===== src/hw/rtl/csp_pkg.sv =====
// ----------------------------------------------------------------------------
// csp_pkg
// Types, byte codes and helpers for the compass sentence parser.
// ----------------------------------------------------------------------------
package csp_pkg;

  localparam int FRACTION_DIGITS = 1;
  localparam int FD_LIM          = (FRACTION_DIGITS > 3) ? 3 : FRACTION_DIGITS;

  localparam int VAL_W = 16;
  localparam int MAG_W = 19;
  localparam int CNT_W = 3;
  localparam int NUM_FIELDS = 4;

  localparam logic [MAG_W-1:0] MAG_CAP = {MAG_W{1'b1}};
  localparam logic [1:0]       FD_LIM_C = 2'(FD_LIM);

  localparam logic [7:0] CH_DOLLAR = 8'h24;
  localparam logic [7:0] CH_CR     = 8'h0D;
  localparam logic [7:0] CH_C      = 8'h43;
  localparam logic [7:0] CH_P      = 8'h50;
  localparam logic [7:0] CH_R      = 8'h52;
  localparam logic [7:0] CH_T      = 8'h54;
  localparam logic [7:0] CH_STAR   = 8'h2A;
  localparam logic [7:0] CH_POINT  = 8'h2E;
  localparam logic [7:0] CH_PLUS   = 8'h2B;
  localparam logic [7:0] CH_MINUS  = 8'h2D;
  localparam logic [7:0] CH_ZERO   = 8'h30;
  localparam logic [7:0] CH_NINE   = 8'h39;

  typedef enum logic [7:0] {
    PH_IDLE     = 8'b0000_0001,
    PH_PREFIX   = 8'b0000_0010,
    PH_YAW      = 8'b0000_0100,
    PH_PITCH    = 8'b0000_1000,
    PH_ROLL     = 8'b0001_0000,
    PH_TEMP     = 8'b0010_0000,
    PH_CHECKSUM = 8'b0100_0000,
    PH_STOPPED  = 8'b1000_0000
  } phase_t;

  typedef struct packed {
    logic err;
    logic digit;
    logic point;
    logic sign;
  } num_flags_t;

  function automatic logic [9:0] pow10(input logic [1:0] idx);
    logic [9:0] p;
    case (idx)
      2'd0:    p = 10'd1;
      2'd1:    p = 10'd10;
      2'd2:    p = 10'd100;
      default: p = 10'd1000;
    endcase
    return p;
  endfunction

endpackage


===== src/hw/rtl/compass_sentence_parser.sv =====
// ----------------------------------------------------------------------------
// compass_sentence_parser
// Parses $..C<yaw>P<pitch>R<roll>T<temp>*<sum> CR sentences, one byte per
// transfer, into saturated signed tenths; one result per closing CR.
// ----------------------------------------------------------------------------
//  channel | ports                                   | dir | transfer
//  --------+-----------------------------------------+-----+--------------------
//  in      | in_valid in_ready in_rx_byte            | in  | in_valid & in_ready
//  out     | out_valid out_ready out_yaw/pitch/roll/ | out | out_valid & out_ready
//          | temp_tenths out_fields_updated          |     |
//
//  One byte per cycle. Each byte is parsed by one pass of logic on the
//  parser registers; a CR loads the output register and the result shows
//  the cycle after its transfer. in_ready = !out_valid | out_ready, so a
//  stalled result blocks input only while it is held. Synchronous reset
//  clears phase, number, held values and count; no clearing pass.
// ----------------------------------------------------------------------------
module compass_sentence_parser import csp_pkg::*; (
  input  logic                    clk,
  input  logic                    rst_n,
  input  logic                    in_valid,
  output logic                    in_ready,
  input  logic [7:0]              in_rx_byte,
  output logic                    out_valid,
  input  logic                    out_ready,
  output logic signed [VAL_W-1:0] out_yaw_tenths,
  output logic signed [VAL_W-1:0] out_pitch_tenths,
  output logic signed [VAL_W-1:0] out_roll_tenths,
  output logic signed [VAL_W-1:0] out_temp_tenths,
  output logic [CNT_W-1:0]        out_fields_updated
);

  phase_t             phase_r, phase_nxt;
  logic               neg_r, neg_nxt;
  logic [MAG_W-1:0]   mag_r, mag_nxt;
  num_flags_t         flg_r, flg_nxt;
  logic [1:0]         frac_r, frac_nxt;
  logic [VAL_W-1:0]   held_r [NUM_FIELDS];
  logic [VAL_W-1:0]   held_nxt [NUM_FIELDS];
  logic [CNT_W-1:0]   upd_r, upd_nxt;

  logic               out_valid_r, out_valid_nxt;
  logic [VAL_W-1:0]   out_val_r [NUM_FIELDS];
  logic [CNT_W-1:0]   out_cnt_r;

  logic               in_fire;
  logic               emit;
  logic [7:0]         b;

  // digit accumulate
  logic               is_digit;
  logic [3:0]         dval;
  logic [22:0]        acc_ext;
  logic [MAG_W-1:0]   acc_sat;

  // feed results
  logic               f_neg;
  logic [MAG_W-1:0]   f_mag;
  num_flags_t         f_flg;
  logic [1:0]         f_frac;

  // commit
  logic [28:0]        scaled;
  logic [VAL_W-1:0]   cvalue;
  logic [1:0]         fidx;
  logic [7:0]         fend;
  phase_t             fnext;

  assign in_ready = !out_valid_r || out_ready;
  assign in_fire  = in_valid && in_ready;
  assign b        = in_rx_byte;

  assign is_digit = (b >= CH_ZERO) && (b <= CH_NINE);
  assign dval     = 4'(b - CH_ZERO);
  assign acc_ext  = 23'(mag_r) * 23'd10 + 23'(dval);
  assign acc_sat  = (acc_ext > 23'(MAG_CAP)) ? MAG_CAP : acc_ext[MAG_W-1:0];

  always_comb begin
    f_neg  = neg_r;
    f_mag  = mag_r;
    f_flg  = flg_r;
    f_frac = frac_r;
    if (!flg_r.err) begin
      if (is_digit) begin
        f_flg.digit = 1'b1;
        if (flg_r.point) begin
          if (frac_r < FD_LIM_C) begin
            f_mag  = acc_sat;
            f_frac = frac_r + 2'd1;
          end
        end else begin
          f_mag = acc_sat;
        end
      end else if (b == CH_POINT) begin
        if (flg_r.point) f_flg.err = 1'b1;
        else             f_flg.point = 1'b1;
      end else if (b == CH_PLUS || b == CH_MINUS) begin
        if (flg_r.sign || flg_r.point || flg_r.digit) begin
          f_flg.err = 1'b1;
        end else begin
          f_flg.sign = 1'b1;
          if (b == CH_MINUS) f_neg = 1'b1;
        end
      end else begin
        f_flg.err = 1'b1;
      end
    end
  end

  assign scaled = 29'(mag_r) * 29'(pow10(FD_LIM_C - frac_r));

  always_comb begin
    if (neg_r) begin
      cvalue = (scaled > 29'd32768) ? 16'h8000 : 16'(17'h10000 - 17'(scaled));
    end else begin
      cvalue = (scaled > 29'd32767) ? 16'h7FFF : scaled[VAL_W-1:0];
    end
  end

  always_comb begin
    case (phase_r)
      PH_YAW:   begin fidx = 2'd0; fend = CH_P;    fnext = PH_PITCH;    end
      PH_PITCH: begin fidx = 2'd1; fend = CH_R;    fnext = PH_ROLL;     end
      PH_ROLL:  begin fidx = 2'd2; fend = CH_T;    fnext = PH_TEMP;     end
      PH_TEMP:  begin fidx = 2'd3; fend = CH_STAR; fnext = PH_CHECKSUM; end
      default:  begin fidx = 2'd0; fend = CH_P;    fnext = PH_STOPPED;  end
    endcase
  end

  always_comb begin
    phase_nxt = phase_r;
    neg_nxt   = neg_r;
    mag_nxt   = mag_r;
    flg_nxt   = flg_r;
    frac_nxt  = frac_r;
    upd_nxt   = upd_r;
    held_nxt  = held_r;
    emit      = 1'b0;
    if (in_fire) begin
      if (b == CH_DOLLAR) begin
        phase_nxt = PH_PREFIX;
        upd_nxt   = '0;
        neg_nxt   = 1'b0;
        mag_nxt   = '0;
        flg_nxt   = '0;
        frac_nxt  = '0;
      end else if (phase_r != PH_IDLE) begin
        if (b == CH_CR) begin
          emit      = 1'b1;
          phase_nxt = PH_IDLE;
          neg_nxt   = 1'b0;
          mag_nxt   = '0;
          flg_nxt   = '0;
          frac_nxt  = '0;
        end else begin
          case (phase_r)
            PH_PREFIX: begin
              if (b == CH_C) begin
                phase_nxt = PH_YAW;
                neg_nxt   = 1'b0;
                mag_nxt   = '0;
                flg_nxt   = '0;
                frac_nxt  = '0;
              end
            end
            PH_YAW, PH_PITCH, PH_ROLL, PH_TEMP: begin
              if (b == fend) begin
                if (flg_r.err || !flg_r.digit) begin
                  phase_nxt = PH_STOPPED;
                end else begin
                  held_nxt[fidx] = cvalue;
                  if (upd_r < CNT_W'(NUM_FIELDS)) upd_nxt = upd_r + CNT_W'(1);
                  neg_nxt   = 1'b0;
                  mag_nxt   = '0;
                  flg_nxt   = '0;
                  frac_nxt  = '0;
                  phase_nxt = fnext;
                end
              end else begin
                neg_nxt  = f_neg;
                mag_nxt  = f_mag;
                flg_nxt  = f_flg;
                frac_nxt = f_frac;
              end
            end
            default: ;
          endcase
        end
      end
    end
  end

  always_comb begin
    if (emit)           out_valid_nxt = 1'b1;
    else if (out_ready) out_valid_nxt = 1'b0;
    else                out_valid_nxt = out_valid_r;
  end

  always_ff @(posedge clk) begin
    if (!rst_n) begin
      phase_r     <= PH_IDLE;
      neg_r       <= 1'b0;
      mag_r       <= '0;
      flg_r       <= '0;
      frac_r      <= '0;
      upd_r       <= '0;
      held_r      <= '{default: '0};
      out_valid_r <= 1'b0;
    end else begin
      phase_r     <= phase_nxt;
      neg_r       <= neg_nxt;
      mag_r       <= mag_nxt;
      flg_r       <= flg_nxt;
      frac_r      <= frac_nxt;
      upd_r       <= upd_nxt;
      held_r      <= held_nxt;
      out_valid_r <= out_valid_nxt;
    end
  end

  always_ff @(posedge clk) begin
    if (emit) begin
      out_val_r <= held_r;
      out_cnt_r <= upd_r;
    end
  end

  assign out_valid          = out_valid_r;
  assign out_yaw_tenths     = out_val_r[0];
  assign out_pitch_tenths   = out_val_r[1];
  assign out_roll_tenths    = out_val_r[2];
  assign out_temp_tenths    = out_val_r[3];
  assign out_fields_updated = out_cnt_r;

  a_cnt_range: assert property (@(posedge clk) disable iff (!rst_n)
    upd_r <= CNT_W'(NUM_FIELDS))
    else $error("update count beyond field count");

  a_frac_range: assert property (@(posedge clk) disable iff (!rst_n)
    frac_r <= FD_LIM_C)
    else $error("fraction digit count beyond limit");

  a_result_src: assert property (@(posedge clk) disable iff (!rst_n)
    $rose(out_valid_r) |-> $past(in_fire && in_rx_byte == CH_CR))
    else $error("result without a closing CR");

  a_dollar: assert property (@(posedge clk) disable iff (!rst_n)
    in_fire && in_rx_byte == CH_DOLLAR |=> phase_r == PH_PREFIX && upd_r == '0)
    else $error("dollar did not restart the sentence");

  a_out_cnt: assert property (@(posedge clk) disable iff (!rst_n)
    out_valid_r |-> out_cnt_r <= CNT_W'(NUM_FIELDS))
    else $error("result count beyond field count");

endmodule

===== config.mk =====
export PLATFORM = sky130hd
export DESIGN_NAME = compass_sentence_parser
export DESIGN_NICKNAME = d
export VERILOG_FILES = /design/src/hw/rtl/csp_pkg.sv /design/src/hw/rtl/compass_sentence_parser.sv
export SDC_FILE = /design/constraint.sdc
export NUM_CORES = 1
export LEC_CHECK = 0
export BUFFER_PORTS_ARGS = -buffer_cell sky130_fd_sc_hd__buf_2
export CORE_AREA = 2 2 244 246
export CTS_CLUSTER_DIAMETER = 50
export CTS_CLUSTER_SIZE = 16
export DETAILED_ROUTE_END_ITERATION = 10
export DIE_AREA = 0 0 246 248
export PLACE_DENSITY = 0.36
export SLEW_MARGIN = 20
export SYNTH_ARGS = -nofsm -noshare
export SYNTH_HDL_FRONTEND = slang
export SYNTH_SLANG_ARGS = --single-unit

===== constraint.sdc =====
create_clock -name clk -period 7.7 [get_ports clk]
set_input_delay 1.54 -clock clk [delete_from_list [all_inputs] [get_ports clk]]
set_output_delay 1.54 -clock clk [all_outputs]
set_load 0.05 [all_outputs]

==> impl_metrics.yaml, run 1 <==
power_and_ir_drop:
  power.leakage_nw: 7.41
  p_comb_frac: 0.013
  p_sw_uw: 378
  switching_share: 0.212
  irDropWorstVdd_mv: 0.138
  p_clk_frac: 0.469
  p_int_mw: 1.40
  power_frac_seq: 0.518
  power_density_nw_per_um2: 113
routing:
  via_count: 10600
  first_iter_violations: 455
  antenna_left: 0
  viasPerCell: 4.60
  wire_per_inst_microns: 16.3
  drc: 0
  dr.pass1.iters: 5
  drt-total-wl_mm: 37.6
synthesis:
  synth_flop_cell: "dfxtp_1"
  synth_area_leaders: "fa_1 (16%), dfxtp_1 (15%), edfxtp_1 (14%), ha_1 (12%), inv_1 (4.0%)"
  synth_top_area_frac: 0.160
  yosysUniqueCellTypes: 80
  yosys_register_bits: 169
  syn_inst: 1466
  yosys_warnings: 0
  syn_area_sq_um: 13900
  synth_nets: 1719
  synthTopCellsByCount: "inv_1 (148), nand2_1 (142), ha_1 (130)"
  synth_edf_count: 67
  ys_seq_area_frac: 0.291
  synth_largest_area_cell: "fa_1"
  syn_avg_cell_area_sq_um: 9.49
  synthArstFlopShare: 0
  synth.most_common_cell: "inv_1"
global_route:
  overflow: 0
  antenna_found_initial: 0
  grt_pass1_vias: 10600
  grt_pass1_wl_mm: 59.8
  grt_max_degree: 66
  grtUsageTotal: 0.125
setup_path:
  crit_arrival_ns: 7.51
  cp-endpoint: "held_r[15]$_SDFFE_PN0P_"
  end_kind: "flop"
  path_delay_family: "adder cells"
  reg2reg_to: "held_r[15]$_SDFFE_PN0P_"
  cpMostUsedCell: "inv_1"
  rr_worst_depth: 25
  rrSetupSlack_ns: 0.51
  critPathMaxFanout: 41
  critPathBufInv: 7
  r2r_start: "frac_r[0]$_SDFFE_PN0P_"
  crit_slowest_cell: "fa_1"
  cp.depth: 25
  cp.required_ns: 8.01
  critPathMaxStageDelay_ns: 0.55
  start_kind: "flop"
  path_class: "flop to flop"
  startpoint: "frac_r[0]$_SDFFE_PN0P_"
floorplanning:
  rows: 89
  io_pins: 81
  start_util: 0.238
  dieArea_sq_um: 61000
  fp.dieH_microns: 248
  core_area_sq_um: 58500
  die_w_microns: 246
timing:
  rsz0062_at_grt: "no"
  drv_slew: 0
  clock_skew_ns: 0.0124
  fin_crit_ns: 7.19
  setup_viol: 0
  relSlewSlack: 0.440
  tightest_slew_ns: 0.828
  fin_setup_tns_ns: 0
  timing.final.crit_share: 0.934
  fin_hold_ws_ns: 0.430
  hold_violations: 0
  max_freq_mhz: 139
clock_tree:
  cts_buffers: 17
  cts.sinks: 169
  cts_tree: "built"
  cts_max_level: 4
  root_buffer: "clkbuf_16"
  insertion_delay_ns: 0.45
  cts_hold_buf: 0
  cts_buffer_depth: 2
  clkTransAtPathRegs_ns: 0.06
finish:
  area_growth_pct: 13.5
  drive_gt1_frac: 0.113
  diodes: 0
  stdcell_count: 2313
  nets: 1780
  stdcell_area_sq_um: 15800
run_status:
  status: "complete, no violations"
worst_hold_path:
  hp-class: "flop to flop"
placement:
  dp.cells: 2280
  portBuffers: 80
  dp_hpwl_mm: 30.2
  place_congestion: 0.796
  post_dp_cell_area_sq_um: 15200
flow_run:
  cap_violations: 0
## per-layer routing
metal | global-route usage | up-vias | routed length (microns)
met5 | 0 | - | 0
met4 | 0.0266 | 0 | 401
met3 | 0.0190 | 23 | 911
met2 | 0.208 | 140 | 18100
met1 | 0.170 | 5198 | 18200
li1 | - | 5281 | -
## cell families after synthesis
logic type / synth area share
buffers and inverters: 0.0616
AND/OR/NAND/NOR: 0.151
multiplexers: 0.0240
XOR/XNOR: 0.0378
adder cells (fa/ha/maj): 0.277
AO/OA/AOI/OAI: 0.157
flip-flops: 0.291
## worst register-to-register path, delay by kind of cell (launching register included)
| kind | cells | cell delay [ns] |
|---|---|---|
| compound gates | 6 | 1.31 |
| fa+ha+maj | 7 | 3.34 |
| xor+xnor | 1 | 0.17 |
| flops | 1 | 0.36 |
| buf+inv | 7 | 0.59 |
| simple gates | 4 | 1.30 |
## layout by cell type (no fill, tap or decap), drive strengths merged, types with 35 or more instances in the layout
master,instances
a21oi,110
fa,111
dfxtp,102
nand3,35
inv,150
buf,109
ha,130
nand2,142
edfxtp,67
nor2,52
o21ai,86
## per-stage QoR
stage	setup slack [ns]	util	total power, mW
finish	0.508	0.270	1.78
global route	0.0339	0.270	1.84
CTS	0.311	0.270	1.81
detailed placement	0.327	0.260	0.966
global placement	0.420	0.260	0.966
floorplan	0.932	-	0.955
## layout make-up
cell class / instances / area, sq um
inverters: 149 / 559
repair buffers: 109 / 638
fillers: 6259 / 42700
well taps: 773 / 967
clock buffers: 20 / 437
clock inverters: 12 / 124
multi-input cells: 1081 / 9010
flip-flops and latches: 169 / 4050
## worst min path at each step
stage	slack (ns)	endpoint	cells past startpoint	from
detailed placement	0.41	out_pitch_tenths[3]$_DFFE_PP_	0	held_r[35]$_SDFFE_PN0P_
finish	0.43	out_roll_tenths[11]$_DFFE_PP_	0	held_r[27]$_SDFFE_PN0P_
floorplan	0.40	out_pitch_tenths[10]$_DFFE_PP_	0	held_r[42]$_SDFFE_PN0P_
CTS	0.43	out_roll_tenths[11]$_DFFE_PP_	0	held_r[27]$_SDFFE_PN0P_
global route	0.44	out_temp_tenths[9]$_DFFE_PP_	0	held_r[9]$_SDFFE_PN0P_
global placement	0.42	out_pitch_tenths[3]$_DFFE_PP_	0	held_r[35]$_SDFFE_PN0P_
## state kept, by name, summed over array words and instances (netlist names)
signal	flops
frac_r	2
mag_r	19
neg_r	1
phase_r	8
out_roll_tenths	16
held_r	64
out_yaw_tenths	16
upd_r	3
flg_r	4
out_valid	1
out_pitch_tenths	16
out_temp_tenths	16
out_fields_updated	3
## power groups by stage
stage          combinational (mW)  clock [mW]  sequential [mW]
5_1_grt                    0.0259       0.897            0.922
3_3_place_gp               0.0235           0            0.942
6_report                   0.0232       0.836            0.922
3_5_place_dp               0.0235           0            0.942
2_1_floorplan              0.0127           0            0.942
4_1_cts                    0.0236       0.860            0.922
## what timing repair did
action / 4_1_cts / 5_1_grt
setup endpoints to repair: 0 / 39
resized for setup: 0 / 1
setup buffers: 0 / 0
Power figures use the tool's default switching activity.
==> run 2: changes to the inputs <==
--- a/config.mk
+++ b/config.mk
@@ -11,7 +11,7 @@
 export CTS_CLUSTER_SIZE = 16
 export DETAILED_ROUTE_END_ITERATION = 10
 export DIE_AREA = 0 0 246 248
-export PLACE_DENSITY = 0.36
+export PLACE_DENSITY = 0.35
 export SLEW_MARGIN = 20
 export SYNTH_ARGS = -nofsm -noshare
 export SYNTH_HDL_FRONTEND = slang
==> constraint.sdc (replaced) <==
create_clock -name clk -period 9.35 [get_ports clk]
set_input_delay 1.87 -clock clk [delete_from_list [all_inputs] [get_ports clk]]
set_output_delay 1.87 -clock clk [all_outputs]
set_load 0.05 [all_outputs]
==> impl_metrics.yaml, run 2 (synthesized netlist as in run 1, its figures left out) <==
run_status:
  status: "complete, no violations"
floorplanning:
  rows: 89
  start_util: 0.238
  io_pins: 81
  fp.dieH_microns: 248
  dieArea_sq_um: 61000
  core_area_sq_um: 58500
  die_w_microns: 246
finish:
  largest_register_ffs: 64
  post-route-util: 0.269
  area_growth_pct: 12.9
  stdcell_count: 2297
  final_common_cell: "inv_1"
  regMostFlops: "held_r"
  nets: 1764
  largest_registers: "held_r: 64 flops, mag_r: 19 flops"
  diodes: 0
  nFillCells: 6283
  drive_gt1_frac: 0.107
  final_cell_mix: "inv_1 (148), nand2_1 (142), ha_1 (130), fa_1 (111), a21oi_1 (105)"
  stdcell_area_sq_um: 15700
routing:
  wire_per_inst_microns: 16.5
  drt-total-wl_mm: 37.9
  via_count: 10600
  dr.pass1.iters: 6
  antenna_left: 0
  first_iter_violations: 530
  drc: 0
  viasPerCell: 4.62
clock_tree:
  insertion_delay_ns: 0.45
  cts_max_level: 4
  cts_resized: 0
  cts_setup_buffers: 0
  root_buffer: "clkbuf_16"
  cts.sinks: 169
  cts_hold_buf: 0
  cts_tree: "built"
  clkTransAtPathRegs_ns: 0.07
  cts_buffers: 17
  cts_buffer_depth: 2
timing:
  setup_viol: 0
  timing.final.crit_share: 0.818
  fin_hold_ws_ns: 0.430
  hold_violations: 0
  max_freq_mhz: 131
  fin_setup_tns_ns: 0
  clock_skew_ns: 0.0100
  fin_crit_ns: 7.65
  drv_slew: 0
  relSlewSlack: 0.413
  rsz0062_at_grt: "no"
  tightest_slew_ns: 0.869
  layout_setup_ws_ns: 1.70
setup_path:
  cpMostUsedCell: "inv_1"
  end_kind: "flop"
  crit_slowest_cell: "ha_1"
  path_delay_family: "adder cells"
  critPathBufInv: 8
  cp.required_ns: 9.68
  path_class: "flop to flop"
  critPathMaxFanout: 19
  start_kind: "flop"
  critPathMaxStageDelay_ns: 0.65
  crit_arrival_ns: 7.98
global_route:
  grt_max_degree: 66
  overflow: 0
  grt_pass1_vias: 10800
  antenna_found_initial: 0
  grtUsageTotal: 0.126
  grt_pass1_wl_mm: 60.7
placement:
  post-place-ws_ns: 1.61
  dp_hpwl_mm: 29.9
  post_dp_cell_area_sq_um: 15100
  place_congestion: 0.774
  dp.cells: 2264
  portBuffers: 80
power_and_ir_drop:
  total_power_mw: 1.51
  irDropWorstVdd_mv: 0.121
  power_density_nw_per_um2: 96.4
  power.leakage_nw: 7.27
flow_run:
  cap_violations: 0
worst_hold_path:
  hp-class: "flop to flop"
==> run 2: cell types whose count changed in the layout (fill, tap and decap cells not counted), moves of 2 or more <==
cell,before,now
inv_6,1,4
clkbuf_8,0,2
inv_8,1,3
clkbuf_1,3,0
clkinvlp_4,3,1
clkinv_1,4,1
buf_4,27,11
==> run 2: worst paths after layout <==
| kind | end | startpoint | depth (start not counted) | slack (ns) |
|---|---|---|---|---|
| setup / recovery | held_r[15]$_SDFFE_PN0P_ | frac_r[0]$_SDFFE_PN0P_ | 26 | 1.70 |
| hold / removal | out_roll_tenths[11]$_DFFE_PP_ | held_r[27]$_SDFFE_PN0P_ | 0 | 0.43 |
| setup reg to reg | held_r[15]$_SDFFE_PN0P_ | frac_r[0]$_SDFFE_PN0P_ | 26 | 1.70 |
| hold reg to reg | out_roll_tenths[11]$_DFFE_PP_ | held_r[27]$_SDFFE_PN0P_ | 0 | 0.43 |
==> run 2: cell type report <==
cell class | count | area [sq um] | share of cell area
clock buffers | 19 | 453 | 0.0288
clock inverters | 13 | 156 | 0.00996
inverters | 149 | 559 | 0.0356
multi-input cells | 1081 | 9010 | 0.573
flip-flops and latches | 169 | 4050 | 0.258
well taps | 773 | 967 | 0.0616
repair buffers | 93 | 509 | 0.0324
==> run 2: report_power, final <==
part	leakage, nW	internal, mW	total (mW)	switching, mW
Sequential	1.49	0.759	0.759	0.0000284
Combinational	5.48	0.00527	0.0192	0.0139
Clock	0.301	0.416	0.735	0.319
==> run 2: worst register-to-register path, stage by stage (launching register included) <==
cell      delay (ns)
dfxtp_1         0.33
inv_1           0.13
ha_1            0.65
buf_4           0.28
o21ai_0         0.13
fa_1            0.58
inv_1           0.05
fa_1            0.50
inv_1           0.05
fa_1            0.47
inv_1           0.05
fa_1            0.53
inv_1           0.06
fa_1            0.53
inv_1           0.04
ha_1            0.37
a21oi_1         0.13
a21boi_1        0.16
or4b_4          0.56
a211oi_2        0.28
o32ai_1         0.13
or3_4           0.35
nor4_4          0.23
buf_4           0.28
and3_4          0.37
a211o_1         0.23
o21ai_0         0.10
==> run 2: per-layer routing <==
layer,share of wire,track usage
met1,0.48,0.171
met2,0.49,0.214
met3,0.021,0.0169
met4,0.011,0.0260
met5,0,0
==> run 3: changes to the inputs <==
--- a/config.mk
+++ b/config.mk
@@ -11,7 +11,7 @@
 export CTS_CLUSTER_SIZE = 16
 export DETAILED_ROUTE_END_ITERATION = 10
 export DIE_AREA = 0 0 246 248
-export PLACE_DENSITY = 0.35
+export PLACE_DENSITY = 0.36
 export SLEW_MARGIN = 20
 export SYNTH_ARGS = -nofsm -noshare
 export SYNTH_HDL_FRONTEND = slang
==> constraint.sdc (replaced) <==
create_clock -name clk -period 6.2 [get_ports clk]
set_input_delay 1.24 -clock clk [delete_from_list [all_inputs] [get_ports clk]]
set_output_delay 1.24 -clock clk [all_outputs]
set_load 0.05 [all_outputs]
==> impl_metrics.yaml, run 3 (synthesized netlist as in run 1, its figures left out) <==
setup_path:
  rr_worst_depth: 26
  critPathMaxFanout: 7
  crit_arrival_ns: 7.07
  critPathMaxStageDelay_ns: 0.56
  cp.required_ns: 6.57
  path_delay_family: "adder cells"
  cp.depth: 26
  start_kind: "flop"
  path_class: "flop to flop"
  end_kind: "flop"
  critPathBufInv: 9
  crit_slowest_cell: "fa_1"
  cpMostUsedCell: "fa_1"
finish:
  stdcell_count: 2529
  stdcell_area_sq_um: 18600
  largest_register_ffs: 64
  area_growth_pct: 33.6
  drive_gt1_frac: 0.306
  nets: 1996
  regMostFlops: "held_r"
  diodes: 0
  nFillCells: 6179
  largest_registers: "held_r: 64 flops, mag_r: 19 flops"
  final_common_cell: "buf_4"
  final_cell_mix: "buf_4 (208), inv_1 (135), nand2_1 (129), ha_1 (110), fa_1 (108)"
timing:
  hold_violations: 0
  relSlewSlack: 0.110
  layout_setup_ws_ns: -0.495
  drv_slew: 0
  tightest_slew_ns: 1.33
  clock_skew_ns: 0.0172
  fin_crit_ns: 6.69
  timing.final.crit_share: 1.08
  setup_viol: 64
  rsz0062_at_grt: "yes"
  fin_setup_tns_ns: -26.56
  max_freq_mhz: 149
floorplanning:
  core_area_sq_um: 58500
  start_util: 0.238
  die_w_microns: 246
  rows: 89
  io_pins: 81
  fp.dieH_microns: 248
  dieArea_sq_um: 61000
routing:
  drt-total-wl_mm: 40.3
  dr.pass1.iters: 5
  first_iter_violations: 509
  via_count: 11500
  antenna_left: 0
  wire_per_inst_microns: 15.9
  drc: 0
  viasPerCell: 4.55
power_and_ir_drop:
  p_clk_frac: 0.483
  irDropWorstVdd_mv: 0.193
  power_frac_seq: 0.504
  power.leakage_nw: 8.64
  power_density_nw_per_um2: 122
  switching_share: 0.249
  p_int_mw: 1.70
  p_comb_frac: 0.013
  p_sw_uw: 565
global_route:
  grtUsageTotal: 0.136
  grt_pass1_vias: 11800
  overflow: 0
  antenna_found_initial: 0
  grt_pass1_wl_mm: 65.3
  grt_max_degree: 67
clock_tree:
  clkTransAtPathRegs_ns: 0.07
  cts_tree: "built"
  insertion_delay_ns: 0.46
  cts_buffer_depth: 2
  cts.sinks: 169
  cts_buffers: 17
  root_buffer: "clkbuf_16"
  cts_max_level: 4
  cts_hold_buf: 0
placement:
  dp_hpwl_mm: 31.8
  place_congestion: 0.792
  portBuffers: 80
  dp.cells: 2466
  post-place-ws_ns: -0.784
  post_dp_cell_area_sq_um: 16900
worst_hold_path:
  hp-class: "flop to flop"
  hold_depth: 0
run_status:
  violations: "negative setup slack"
  status: "complete, but fails checks"
flow_run:
  cap_violations: 0
-- run 3: cell count changes in the layout (fill, tap and decap cells not counted), sizes merged --
cell      change
and3          +2
buf         +230
clkinvlp      -1
clkbuf        -2
inv           +1
clkinv        +4
bufinv        -2
-- run 3: layer usage --
layer  track usage  up-vias  routed length [microns]
li1              -     5713                        -
met1         0.183     5639                    19400
met2         0.232      129                    19600
met3        0.0182       24                      837
met4        0.0278        0                      407
met5             0        -                        0
-- run 3: layout make-up --
| class | instances | area (sq um) | share of cell area |
|---|---|---|---|
| clock inverters | 15 | 189 | 0.0102 |
| multi-input cells | 1083 | 9970 | 0.537 |
| clock buffers | 17 | 425 | 0.0229 |
| repair buffers | 323 | 2400 | 0.129 |
| flip-flops and latches | 169 | 4060 | 0.219 |
| well taps | 773 | 967 | 0.0520 |
| inverters | 149 | 564 | 0.0304 |
-- run 3: worst register-to-register path, stage by stage (launching register included) --
cell	delay, ns
dfxtp_4	0.36
inv_4	0.08
ha_4	0.18
buf_6	0.14
buf_8	0.13
o21ai_2	0.07
fa_1	0.51
inv_1	0.06
fa_1	0.56
fa_1	0.43
fa_1	0.51
inv_2	0.04
fa_1	0.54
inv_2	0.05
ha_4	0.26
and4_4	0.23
or4b_4	0.51
a211oi_4	0.27
o32ai_2	0.11
or3_4	0.38
nor4_4	0.28
buf_6	0.18
buf_12	0.13
buf_6	0.09
a41o_4	0.25
nand3_2	0.09
a21oi_2	0.17
-- run 3: path summary, 6_finish.rpt --
| check | startpoint | to | slack, ns |
|---|---|---|---|
| worst max-delay path | frac_r[0]$_SDFFE_PN0P_ | held_r[32]$_SDFFE_PN0P_ | -0.49 |
| worst max register to register | frac_r[0]$_SDFFE_PN0P_ | held_r[32]$_SDFFE_PN0P_ | -0.49 |
| worst min-delay path | held_r[10]$_SDFFE_PN0P_ | out_temp_tenths[10]$_DFFE_PP_ | 0.43 |
| worst min register to register | held_r[10]$_SDFFE_PN0P_ | out_temp_tenths[10]$_DFFE_PP_ | 0.43 |
-- run 3: what timing repair did --
item / CTS / global route
endpoints found under the setup margin: 64 / 64
pin swaps: 35 / 75
gates resized for setup: 89 / 98
buffers inserted: 17 / 13
endpoints found under the hold margin: 0 / 0
cloned: 1 / 1
-- run 3: power by group through the flow --
stage	Combinational, mW	Clock, mW	Sequential, mW
CTS	0.0303	1.14	1.14
global route	0.0338	1.18	1.14
detailed placement	0.0298	0	1.17
floorplan	0.0158	0	1.17
finish	0.0298	1.10	1.14
global placement	0.0299	0	1.17
-- run 3: through the flow --
stage	util	hold WS (ns)	power [mW]
global placement	0.289	0.411	1.20
floorplan	-	0.403	1.18
CTS	0.308	0.427	2.31
global route	0.318	0.429	2.36
detailed placement	0.289	0.413	1.20
finish	0.318	0.427	2.27
